File: src/hdl/ifr_pkg.sv
// ---------------------------------------------------------------------------
// ifr_pkg: shared types and constants of the I-frame receiver
// Line byte codes, response control bytes, status codes and the token that
// travels from the byte classifier to the frame accounting stage.
// ---------------------------------------------------------------------------
package ifr_pkg;

  localparam logic [7:0] FLAG_BYTE = 8'h7E;
  localparam logic [7:0] ESC_BYTE  = 8'h7D;
  localparam logic [7:0] ESC_MASK  = 8'h20;

  localparam logic [7:0] RESP_RR0  = 8'h05;
  localparam logic [7:0] RESP_RR1  = 8'h85;
  localparam logic [7:0] RESP_REJ0 = 8'h01;
  localparam logic [7:0] RESP_REJ1 = 8'h81;

  localparam logic [7:0] ADDR_RESET  = 8'h03;
  localparam logic [3:0] LIMIT_RESET = 4'd10;

  // Register indexes on the configuration port
  localparam logic REG_ADDRESS = 1'b0;
  localparam logic REG_LIMIT   = 1'b1;

  // Depth of the token queue between classifier and accounting stage
  localparam int unsigned QDEPTH = 4;

  typedef enum logic [1:0] {
    ST_NEW   = 2'd0,
    ST_DUP   = 2'd1,
    ST_REJ   = 2'd2,
    ST_ABORT = 2'd3
  } status_t;

  typedef enum logic {
    TK_DATA = 1'b0,
    TK_END  = 1'b1
  } tok_kind_t;

  typedef struct packed {
    tok_kind_t  kind;
    logic [7:0] data;       // unstuffed body byte
    logic       hdr_bad;    // address or BCC1 check failed
    logic       force_bad;  // frame already known bad at the closing flag
    logic       seq;        // bit 7 of the control byte
  } token_t;

  typedef struct packed {
    logic        is_end;
    logic [7:0]  payload_byte;
    status_t     status;
    logic [7:0]  resp;
    logic        seq;
    logic [10:0] length;
  } result_t;

endpackage

File: src/hdl/iframe_receiver_with_ack.sv
// ---------------------------------------------------------------------------
// iframe_receiver_with_ack: HDLC-like I-frame receiver with stop-and-wait
// Takes raw line bytes, delimits frames on flags, checks header and BCC2,
// streams unstuffed payload one byte late and closes each frame with a
// status beat carrying the RR or REJ control byte to answer with.
//
//   channel  direction  beat contents
//   in_      slave      tdata[7:0] line byte
//   out_     master     tlast = status beat; tdata = payload, status, answer,
//                       sequence bit, payload length
//   cfg_     APB        0x0 expected address, 0x4 reject limit
//
// One line byte is taken per clock cycle while the token queue has room; each produces at most one beat.
// A byte passes the classifier, the token queue and the result register on its
// way to the output.
// Reset is synchronous and needs no clearing pass.
// A stalled output fills the four-entry token queue, after which in_tready
// falls; a stalled input leaves pending tokens draining.
// ---------------------------------------------------------------------------
module iframe_receiver_with_ack
  import ifr_pkg::*;
#(
  parameter int unsigned MAX_PAYLOAD = 1024
) (
  input  logic        clk,
  input  logic        rst_n,
  input  logic        in_tvalid,
  output logic        in_tready,
  input  logic [7:0]  in_tdata,    // [7:0] line_byte
  output logic        out_tvalid,
  input  logic        out_tready,
  output logic [31:0] out_tdata,   // [7:0] payload_byte, [9:8] frame_status,
                                   // [17:10] response_control, [18] received_seq,
                                   // [29:19] payload_length, [31:30] zero
  output logic        out_tlast,   // is_frame_end
  input  logic        cfg_psel,
  input  logic        cfg_penable,
  input  logic        cfg_pwrite,
  input  logic [2:0]  cfg_paddr,
  input  logic [31:0] cfg_pwdata,
  output logic [31:0] cfg_prdata,
  output logic        cfg_pready
);

  logic [7:0] exp_addr_r;
  logic [3:0] rej_limit_r;
  logic       cfg_wr;
  logic       push, pop, q_empty, q_full;
  token_t     push_tok, head_tok;
  result_t    res;

  assign cfg_pready = 1'b1;
  assign cfg_wr     = cfg_psel && cfg_penable && cfg_pwrite && cfg_pready;
  assign cfg_prdata = (cfg_paddr[2] == REG_LIMIT) ? {28'd0, rej_limit_r}
                                                  : {24'd0, exp_addr_r};

  always_ff @(posedge clk) begin
    if (!rst_n) begin
      exp_addr_r  <= ADDR_RESET;
      rej_limit_r <= LIMIT_RESET;
    end else if (cfg_wr) begin
      if (cfg_paddr[2] == REG_ADDRESS) begin
        exp_addr_r <= cfg_pwdata[7:0];
      end else begin
        rej_limit_r <= cfg_pwdata[3:0];
      end
    end
  end

  ifr_front u_front (
    .clk              (clk),
    .rst_n            (rst_n),
    .in_valid         (in_tvalid),
    .in_ready         (in_tready),
    .in_byte          (in_tdata),
    .expected_address (exp_addr_r),
    .q_full           (q_full),
    .push             (push),
    .push_tok         (push_tok)
  );

  ifr_queue u_queue (
    .clk      (clk),
    .rst_n    (rst_n),
    .push     (push),
    .push_tok (push_tok),
    .pop      (pop),
    .head_tok (head_tok),
    .empty    (q_empty),
    .full     (q_full)
  );

  ifr_back #(
    .MAX_PAYLOAD (MAX_PAYLOAD)
  ) u_back (
    .clk          (clk),
    .rst_n        (rst_n),
    .head_tok     (head_tok),
    .q_empty      (q_empty),
    .pop          (pop),
    .reject_limit (rej_limit_r),
    .out_valid    (out_tvalid),
    .out_ready    (out_tready),
    .out_res      (res)
  );

  assign out_tlast = res.is_end;
  assign out_tdata = {2'b00, res.length, res.seq, res.resp, res.status, res.payload_byte};

endmodule

File: src/hdl/ifr_front.sv
// ---------------------------------------------------------------------------
// ifr_front: line byte classifier
// Hunts for flags, parses and checks the header, removes byte stuffing and
// hands body bytes and closing flags on to the queue as tokens.
// ---------------------------------------------------------------------------
module ifr_front
  import ifr_pkg::*;
(
  input  logic       clk,
  input  logic       rst_n,
  input  logic       in_valid,
  output logic       in_ready,
  input  logic [7:0] in_byte,
  input  logic [7:0] expected_address,
  input  logic       q_full,
  output logic       push,
  output token_t     push_tok
);

  typedef enum logic [2:0] {
    PH_HUNT,
    PH_OPEN,
    PH_ADDR,
    PH_CTRL,
    PH_BODY
  } phase_t;

  phase_t     phase_r, phase_nxt;
  logic [7:0] addr_r, addr_nxt;
  logic [7:0] ctrl_r, ctrl_nxt;
  logic       esc_r, esc_nxt;
  logic       hdr_bad_r, hdr_bad_nxt;
  logic       acc;
  logic       is_flag;

  assign in_ready = !q_full;
  assign acc      = in_valid && in_ready;
  assign is_flag  = (in_byte == FLAG_BYTE);

  always_comb begin
    phase_nxt   = phase_r;
    addr_nxt    = addr_r;
    ctrl_nxt    = ctrl_r;
    esc_nxt     = esc_r;
    hdr_bad_nxt = hdr_bad_r;
    push        = 1'b0;
    push_tok    = '{kind: TK_END, data: in_byte, hdr_bad: hdr_bad_r,
                    force_bad: 1'b1, seq: ctrl_r[7]};
    if (acc) begin
      case (phase_r)
        PH_HUNT: begin
          if (is_flag) begin
            phase_nxt   = PH_OPEN;
            esc_nxt     = 1'b0;
            hdr_bad_nxt = 1'b0;
          end
        end
        PH_OPEN: begin
          if (!is_flag) begin
            addr_nxt  = in_byte;
            phase_nxt = PH_ADDR;
          end
        end
        PH_ADDR, PH_CTRL: begin
          if (is_flag) begin
            // Flag inside the header: the frame is too short
            push        = 1'b1;
            phase_nxt   = PH_OPEN;
            esc_nxt     = 1'b0;
            hdr_bad_nxt = 1'b0;
          end else if (phase_r == PH_ADDR) begin
            ctrl_nxt  = in_byte;
            phase_nxt = PH_CTRL;
          end else begin
            hdr_bad_nxt = (in_byte != (addr_r ^ ctrl_r)) || (addr_r != expected_address);
            phase_nxt   = PH_BODY;
          end
        end
        PH_BODY: begin
          if (is_flag) begin
            push               = 1'b1;
            push_tok.force_bad = hdr_bad_r || esc_r;
            phase_nxt          = PH_OPEN;
            esc_nxt            = 1'b0;
            hdr_bad_nxt        = 1'b0;
          end else if (esc_r) begin
            push          = 1'b1;
            push_tok.kind = TK_DATA;
            push_tok.data = in_byte ^ ESC_MASK;
            esc_nxt       = 1'b0;
          end else if (in_byte == ESC_BYTE) begin
            esc_nxt = 1'b1;
          end else begin
            push          = 1'b1;
            push_tok.kind = TK_DATA;
          end
        end
        default: begin
          phase_nxt = PH_HUNT;
        end
      endcase
    end
  end

  always_ff @(posedge clk) begin
    if (!rst_n) begin
      phase_r   <= PH_HUNT;
      addr_r    <= '0;
      ctrl_r    <= '0;
      esc_r     <= 1'b0;
      hdr_bad_r <= 1'b0;
    end else begin
      phase_r   <= phase_nxt;
      addr_r    <= addr_nxt;
      ctrl_r    <= ctrl_nxt;
      esc_r     <= esc_nxt;
      hdr_bad_r <= hdr_bad_nxt;
    end
  end

  // Every closing flag reopens a frame, whatever came before it.
  a_flag_reopens: assert property (@(posedge clk) disable iff (!rst_n)
    acc && is_flag |=> phase_r == PH_OPEN)
    else $error("flag did not leave the classifier in the open phase");

  // A token is only produced for a beat actually taken from the line.
  a_push_on_accept: assert property (@(posedge clk) disable iff (!rst_n)
    push |-> acc && (phase_r == PH_ADDR || phase_r == PH_CTRL || phase_r == PH_BODY))
    else $error("token pushed without an accepted body or header beat");

  // An escape is never carried across a frame boundary.
  a_esc_cleared: assert property (@(posedge clk) disable iff (!rst_n)
    esc_r |-> phase_r == PH_BODY)
    else $error("escape pending outside the body");

endmodule

File: src/hdl/ifr_queue.sv
// ---------------------------------------------------------------------------
// ifr_queue: token queue
// Small first-in first-out store that lets classifier and accounting stage
// stall independently. Push and pop may happen in the same cycle.
// ---------------------------------------------------------------------------
module ifr_queue
  import ifr_pkg::*;
(
  input  logic   clk,
  input  logic   rst_n,
  input  logic   push,
  input  token_t push_tok,
  input  logic   pop,
  output token_t head_tok,
  output logic   empty,
  output logic   full
);

  localparam int unsigned PW = $clog2(QDEPTH);
  localparam int unsigned CW = $clog2(QDEPTH + 1);

  token_t        mem_r [QDEPTH];
  logic [PW-1:0] wr_ptr_r, rd_ptr_r;
  logic [CW-1:0] cnt_r;
  logic          do_push, do_pop;

  assign empty    = (cnt_r == '0);
  assign full     = (cnt_r == CW'(QDEPTH));
  assign head_tok = mem_r[rd_ptr_r];
  assign do_push  = push && !full;
  assign do_pop   = pop && !empty;

  always_ff @(posedge clk) begin
    if (do_push) begin
      mem_r[wr_ptr_r] <= push_tok;
    end
  end

  always_ff @(posedge clk) begin
    if (!rst_n) begin
      wr_ptr_r <= '0;
      rd_ptr_r <= '0;
      cnt_r    <= '0;
    end else begin
      if (do_push) begin
        wr_ptr_r <= (wr_ptr_r == PW'(QDEPTH - 1)) ? '0 : wr_ptr_r + 1'b1;
      end
      if (do_pop) begin
        rd_ptr_r <= (rd_ptr_r == PW'(QDEPTH - 1)) ? '0 : rd_ptr_r + 1'b1;
      end
      if (do_push && !do_pop) begin
        cnt_r <= cnt_r + 1'b1;
      end else if (do_pop && !do_push) begin
        cnt_r <= cnt_r - 1'b1;
      end
    end
  end

  a_no_overflow: assert property (@(posedge clk) disable iff (!rst_n)
    push |-> !full)
    else $error("token pushed into a full queue");

  a_count_bound: assert property (@(posedge clk) disable iff (!rst_n)
    cnt_r <= CW'(QDEPTH))
    else $error("queue fill count beyond its depth");

  a_no_underflow: assert property (@(posedge clk) disable iff (!rst_n)
    pop |-> !empty)
    else $error("token popped from an empty queue");

endmodule

File: src/hdl/ifr_back.sv
// ---------------------------------------------------------------------------
// ifr_back: frame accounting stage
// Delays body bytes by one to hold back BCC2, keeps the running XOR and the
// payload count, and at the closing flag gives the verdict, the answer and
// the sequence and reject bookkeeping. Results leave through a register.
// ---------------------------------------------------------------------------
module ifr_back
  import ifr_pkg::*;
#(
  parameter int unsigned MAX_PAYLOAD = 1024
) (
  input  logic       clk,
  input  logic       rst_n,
  input  token_t     head_tok,
  input  logic       q_empty,
  output logic       pop,
  input  logic [3:0] reject_limit,
  output logic       out_valid,
  input  logic       out_ready,
  output result_t    out_res
);

  localparam int unsigned CW = $clog2(MAX_PAYLOAD + 1);
  localparam int unsigned LW = (CW > 11) ? CW : 11;

  logic [7:0]    held_r, held_nxt;
  logic          held_valid_r, held_valid_nxt;
  logic [7:0]    xor_r, xor_nxt;
  logic [CW-1:0] count_r, count_nxt;
  logic          ovf_r, ovf_nxt;
  logic          exp_seq_r, exp_seq_nxt;
  logic [3:0]    rej_run_r, rej_run_nxt;
  logic          out_valid_r, out_valid_nxt;
  result_t       res_r, res_nxt;
  logic          good;
  logic [LW-1:0] count_ext;

  assign pop       = !q_empty && (!out_valid_r || out_ready);
  assign out_valid = out_valid_r;
  assign out_res   = res_r;
  assign count_ext = LW'(count_r);
  assign good      = !head_tok.force_bad && !head_tok.hdr_bad && !ovf_r &&
                     held_valid_r && (xor_r == '0);

  always_comb begin
    held_nxt       = held_r;
    held_valid_nxt = held_valid_r;
    xor_nxt        = xor_r;
    count_nxt      = count_r;
    ovf_nxt        = ovf_r;
    exp_seq_nxt    = exp_seq_r;
    rej_run_nxt    = rej_run_r;
    res_nxt        = res_r;
    out_valid_nxt  = out_valid_r && !out_ready;
    if (pop) begin
      case (head_tok.kind)
        TK_DATA: begin
          if (held_valid_r && !head_tok.hdr_bad && !ovf_r) begin
            if (count_r >= CW'(MAX_PAYLOAD)) begin
              ovf_nxt = 1'b1;
            end else begin
              out_valid_nxt = 1'b1;
              res_nxt       = '{is_end: 1'b0, payload_byte: held_r, status: ST_NEW,
                                resp: 8'h00, seq: 1'b0, length: 11'd0};
              count_nxt     = count_r + 1'b1;
            end
          end
          held_nxt       = head_tok.data;
          held_valid_nxt = 1'b1;
          xor_nxt        = xor_r ^ head_tok.data;
        end
        TK_END: begin
          out_valid_nxt        = 1'b1;
          res_nxt.is_end       = 1'b1;
          res_nxt.payload_byte = 8'h00;
          res_nxt.length       = count_ext[10:0];
          if (good) begin
            res_nxt.seq = head_tok.seq;
            rej_run_nxt = '0;
            if (head_tok.seq == exp_seq_r) begin
              res_nxt.status = ST_NEW;
              exp_seq_nxt    = !exp_seq_r;
            end else begin
              res_nxt.status = ST_DUP;
            end
            res_nxt.resp = exp_seq_nxt ? RESP_RR1 : RESP_RR0;
          end else begin
            res_nxt.seq  = 1'b0;
            res_nxt.resp = exp_seq_r ? RESP_REJ1 : RESP_REJ0;
            if (rej_run_r >= reject_limit) begin
              res_nxt.status = ST_ABORT;
              rej_run_nxt    = '0;
            end else begin
              res_nxt.status = ST_REJ;
              rej_run_nxt    = rej_run_r + 1'b1;
            end
          end
          held_valid_nxt = 1'b0;
          held_nxt       = 8'h00;
          xor_nxt        = '0;
          count_nxt      = '0;
          ovf_nxt        = 1'b0;
        end
        default: begin
          ovf_nxt = ovf_r;
        end
      endcase
    end
  end

  always_ff @(posedge clk) begin
    res_r  <= res_nxt;
    held_r <= held_nxt;
    if (!rst_n) begin
      held_valid_r <= 1'b0;
      xor_r        <= '0;
      count_r      <= '0;
      ovf_r        <= 1'b0;
      exp_seq_r    <= 1'b0;
      rej_run_r    <= '0;
      out_valid_r  <= 1'b0;
    end else begin
      held_valid_r <= held_valid_nxt;
      xor_r        <= xor_nxt;
      count_r      <= count_nxt;
      ovf_r        <= ovf_nxt;
      exp_seq_r    <= exp_seq_nxt;
      rej_run_r    <= rej_run_nxt;
      out_valid_r  <= out_valid_nxt;
    end
  end

  // A status beat always leaves the accounting for a fresh frame.
  a_end_clears: assert property (@(posedge clk) disable iff (!rst_n)
    pop && head_tok.kind == TK_END |=> !held_valid_r && count_r == '0 && !ovf_r)
    else $error("frame state not cleared after a status beat");

  a_count_bound: assert property (@(posedge clk) disable iff (!rst_n)
    count_r <= CW'(MAX_PAYLOAD))
    else $error("payload count beyond the maximum");

  // A waiting result is never overwritten before it is taken.
  a_result_held: assert property (@(posedge clk) disable iff (!rst_n)
    out_valid_r && !out_ready |=> out_valid_r && $stable(res_r))
    else $error("pending result changed while stalled");

endmodule

File: config.mk
export PLATFORM = sky130hd
export DESIGN_NAME = iframe_receiver_with_ack
export DESIGN_NICKNAME = d
export VERILOG_FILES = /design/src/hdl/ifr_pkg.sv /design/src/hdl/iframe_receiver_with_ack.sv /design/src/hdl/ifr_front.sv /design/src/hdl/ifr_queue.sv /design/src/hdl/ifr_back.sv
export SDC_FILE = /design/constraint.sdc
export NUM_CORES = 1
export LEC_CHECK = 0
export BUFFER_PORTS_ARGS = -buffer_cell sky130_fd_sc_hd__buf_2
export CORE_ASPECT_RATIO = 2
export CORE_MARGIN = 8
export CORE_UTILIZATION = 30
export DETAILED_ROUTE_END_ITERATION = 8
export SYNTH_ARGS = -nofsm -noshare
export SYNTH_HDL_FRONTEND = slang
export SYNTH_SLANG_ARGS = --single-unit
File: constraint.sdc
create_clock -name clk -period 4.15 [get_ports clk]
set_input_delay 0 -clock clk [delete_from_list [all_inputs] [get_ports clk]]
set_output_delay 0 -clock clk [all_outputs]
set_load 0.01 [all_outputs]
==> flow_summary.toml <==
[critical_path]
slowest_stage = "a2bb2oi_1"
required_ns = 4.50
reg2reg_depth = 7
r2r-start = "u_back.rej_run_r[0]"
end_kind = "register"
crit_arrival_ns = 3.03
critPathKind = "reg -> reg"
reg2reg_setup_slack_ns = 1.47
critPathTopFamily = "compound AO/OA/AOI/OAI gates"
startpoint_type = "register"
critPathBufInv = 1
path_cells = "inv_1 > ha_1 > nand2b_1 > a2111oi_0 > a2bb2oi_1 > nand4b_1 > a31oi_1"
reg2reg_to = "u_back.rej_run_r[2]"
slowest_delay_ns = 0.71
path_max_fanout = 7

[detailed_routing]
topRoutingLayerUsed = "met4"
via_per_inst = 4.54
drc_errors = 0
num_vias = 4245
met1_length_um = 4780
wl_met2_um = 8300
antenna_left = 0
wl_per_cell_um = 15.1
dr.pass1.iters = 4
drtIter0Drc = 193
met3_wirelength_um = 633
totalWireLength_um = 14100

[timing]
finalSetupViolCount = 0
finalClockSkew_ns = 0.00735
final.period_utilization = 0.646
slew_headroom = 0.499
finalHoldViolations = 0
tightest_slew_ns = 0.733
timing.setup.tns_ns = 0
rsz0062_at_grt = "false"
min_period_ns = 2.68
fmax_mhz = 373
final_max_slew_viol_count = 0

[power]
power.density_nw_per_um2 = 519
leakagePower_nw = 3.11
vdd_drop_max_uv = 277

[worst_hold_path]
worstHoldPathCells = 5
min_to = "exp_addr_r[7]"
hold_class = "in -> reg"
hold_path_startpoint = "cfg_penable"

[logic_synthesis]
synth.area.top_cells = "edfxtp_1 (37%), dfxtp_1 (21%), mux4_2 (4.1%), mux2i_1 (3.6%), buf_4 (3.6%)"
synthFlopType = "edfxtp_1"
synth_cell_types = 55
yosysWarnings = 0
synth_top_cell_by_area = "edfxtp_1"
async_flop_share = 0
synth_cells = 569
syn_area_um2 = 6670
seq_area_frac_synth = 0.576
synth-edff-count = 82
synth_seq_cells = 151
synth.top_cell.area_share = 0.369
avgSynthCellArea_um2 = 11.7

[clock_tree]
path_clk_slew_ns = 0.06
h-tree-depth = 4
cts_buffers = 17
cts_buffer_depth = 2
cts_setup_buffers = 0
root_buffer = "clkbuf_16"
cts_tree = "built"
clock_latency_ns = 0.42
cts_sinks = 151

[layout]
drive_gt1_frac = 0.179
diodes = 0
syn2layout_area_growth_pct = 18.7
nets = 709
final_core_util = 0.361

[floorplan]
die_area_um2 = 27600
ios = 118
fp.dieW_um = 121
num_rows = 77
start_util = 0.304
core_area_um2 = 22000
fp.dieH_um = 227

[global_route]
grt_usage = 0.103
grt_pass1_wl_um = 21800
antenna_found_initial = 0
gr-total-overflow = 0
first_global_vias = 4259
grt_max_degree = 39

[job]
cap_violations = 0

[placed_design]
port_buffers = 59
dp_hpwl_um = 10400
place_congestion = 0.771

[outcome]
status = "complete, no violations"
[power breakdown]
part	switching [W]	total [W]	internal, W
clock	0.000621	0.00154	0.000921
sequential	0.0000923	0.00186	0.00177
combinational	0.000403	0.000714	0.000312
[placed cells by master, fill, tap and decap left out, types with 4 or more instances in the layout]
cell / synthesis / routed
a21oi_1: 23 / 23
a31oi_1: 6 / 6
and2_1: 16 / 16
buf_2: 5 / 59
buf_4: 32 / 5
clkbuf_16: 0 / 19
conb_1: 2 / 32
dfxtp_1: 69 / 69
dlygate4sd3_1: 0 / 19
edfxtp_1: 82 / 82
ha_1: 12 / 12
inv_1: 13 / 13
mux2_2: 5 / 5
mux2i_1: 24 / 24
mux4_2: 12 / 12
nand2_1: 48 / 48
nand3_1: 16 / 16
nand4_1: 6 / 6
nand4b_1: 5 / 5
nor2_1: 51 / 51
nor2b_1: 23 / 23
nor3_1: 6 / 6
o21ai_0: 11 / 11
o31ai_1: 4 / 4
or3_1: 5 / 5
xnor2_1: 17 / 17
xor2_1: 18 / 18
[area by class of cell]
cell class | count | area, um^2
fill | 2180 | 14000
clock inverter | 11 | 109
tap | 276 | 345
multi-input combinational | 379 | 2550
inverter | 14 | 52.6
sequential | 151 | 3840
timing repair buffer | 83 | 523
clock buffer | 21 | 493
[synth_stat cells, types with 11 or more instances]
cell type	instances
xor2_1	18
inv_1	13
edfxtp_1	82
nand3_1	16
dfxtp_1	69
buf_4	32
nor2_1	51
xnor2_1	17
mux2i_1	24
nand2_1	48
a21oi_1	23
o21ai_0	11
and2_1	16
nor2b_1	23
clkbuf_1	17
ha_1	12
mux4_2	12
[per-stage QoR]
stage	area [um^2]	hold slack [ns]	power [W]	cells	setup WS, ns
after floorplan	6780	0.0989	0.00241	599	1.51
after global placement	7130	0.230	0.00259	884	1.41
after detailed placement	7130	0.235	0.00260	884	1.40
after CTS	7920	0.0725	0.00417	935	1.38
after global routing	7920	0.111	0.00430	935	1.17
final	7920	0.0806	0.00411	935	1.47
[cell families (layout without fill, tap and decap cells)]
family / Yosys count / count (layout) / share of synthesized area
xor gates and xnor gates: 35 / 35 / 0.0459
AOI/OAI and AO/OA: 62 / 62 / 0.0578
buffers and inverters: 69 / 129 / 0.0578
and+or+nand+nor: 196 / 196 / 0.151
adders and majority gates: 13 / 13 / 0.0255
other: 2 / 32 / 0.00113
DFF: 151 / 151 / 0.576
muxes: 41 / 41 / 0.0850
[repair_timing]
item	4_1_cts	5_1_grt
hold buffers	19	0
resized for setup	0	0
hold endpoints to repair	61	0
[layer usage]
| layer | global-route usage | up-vias |
|---|---|---|
| met4 | 0.0585 | 0 |
| met2 | 0.209 | 86 |
| li1 | - | 2109 |
| met3 | 0.0202 | 20 |
| met1 | 0.0894 | 2030 |
| met5 | 0 | - |
[worst min-delay path: cells and delay by family]
kind	cells	cell delay, ns
AO/OA/AOI/OAI	1	0.05
buffers and inverters	1	0.10
AND/OR/NAND/NOR	3	0.30
[how the worst max path moves through the flow]
stage	startpoint	endpoint	depth (start not counted)
after global placement	register	u_back.count_ext[9]	7
after detailed placement	register	u_back.exp_seq_r	6
final	u_back.rej_run_r[0]	u_back.rej_run_r[2]	7
after CTS	u_back.rej_run_r[0]	u_back.rej_run_r[2]	7
after global routing	register	u_back.exp_seq_r	6
after floorplan	register	u_back.count_ext[9]	7
[flip-flops by register name, indices dropped and copies added, names as in the netlist, 3 cells and up, named ones only]
register / flops
u_back.held_r: 8
u_front.phase_r: 3
u_front.addr_r: 8
u_front.ctrl_r: 8
u_back.count_ext: 11
rej_limit_r: 4
u_back.rej_run_r: 4
u_queue.mem_r: 48
exp_addr_r: 8
u_back.out_res: 26
u_back.xor_r: 8
u_queue.cnt_r: 3
Note: power is estimated with default switching activity, not from simulation.
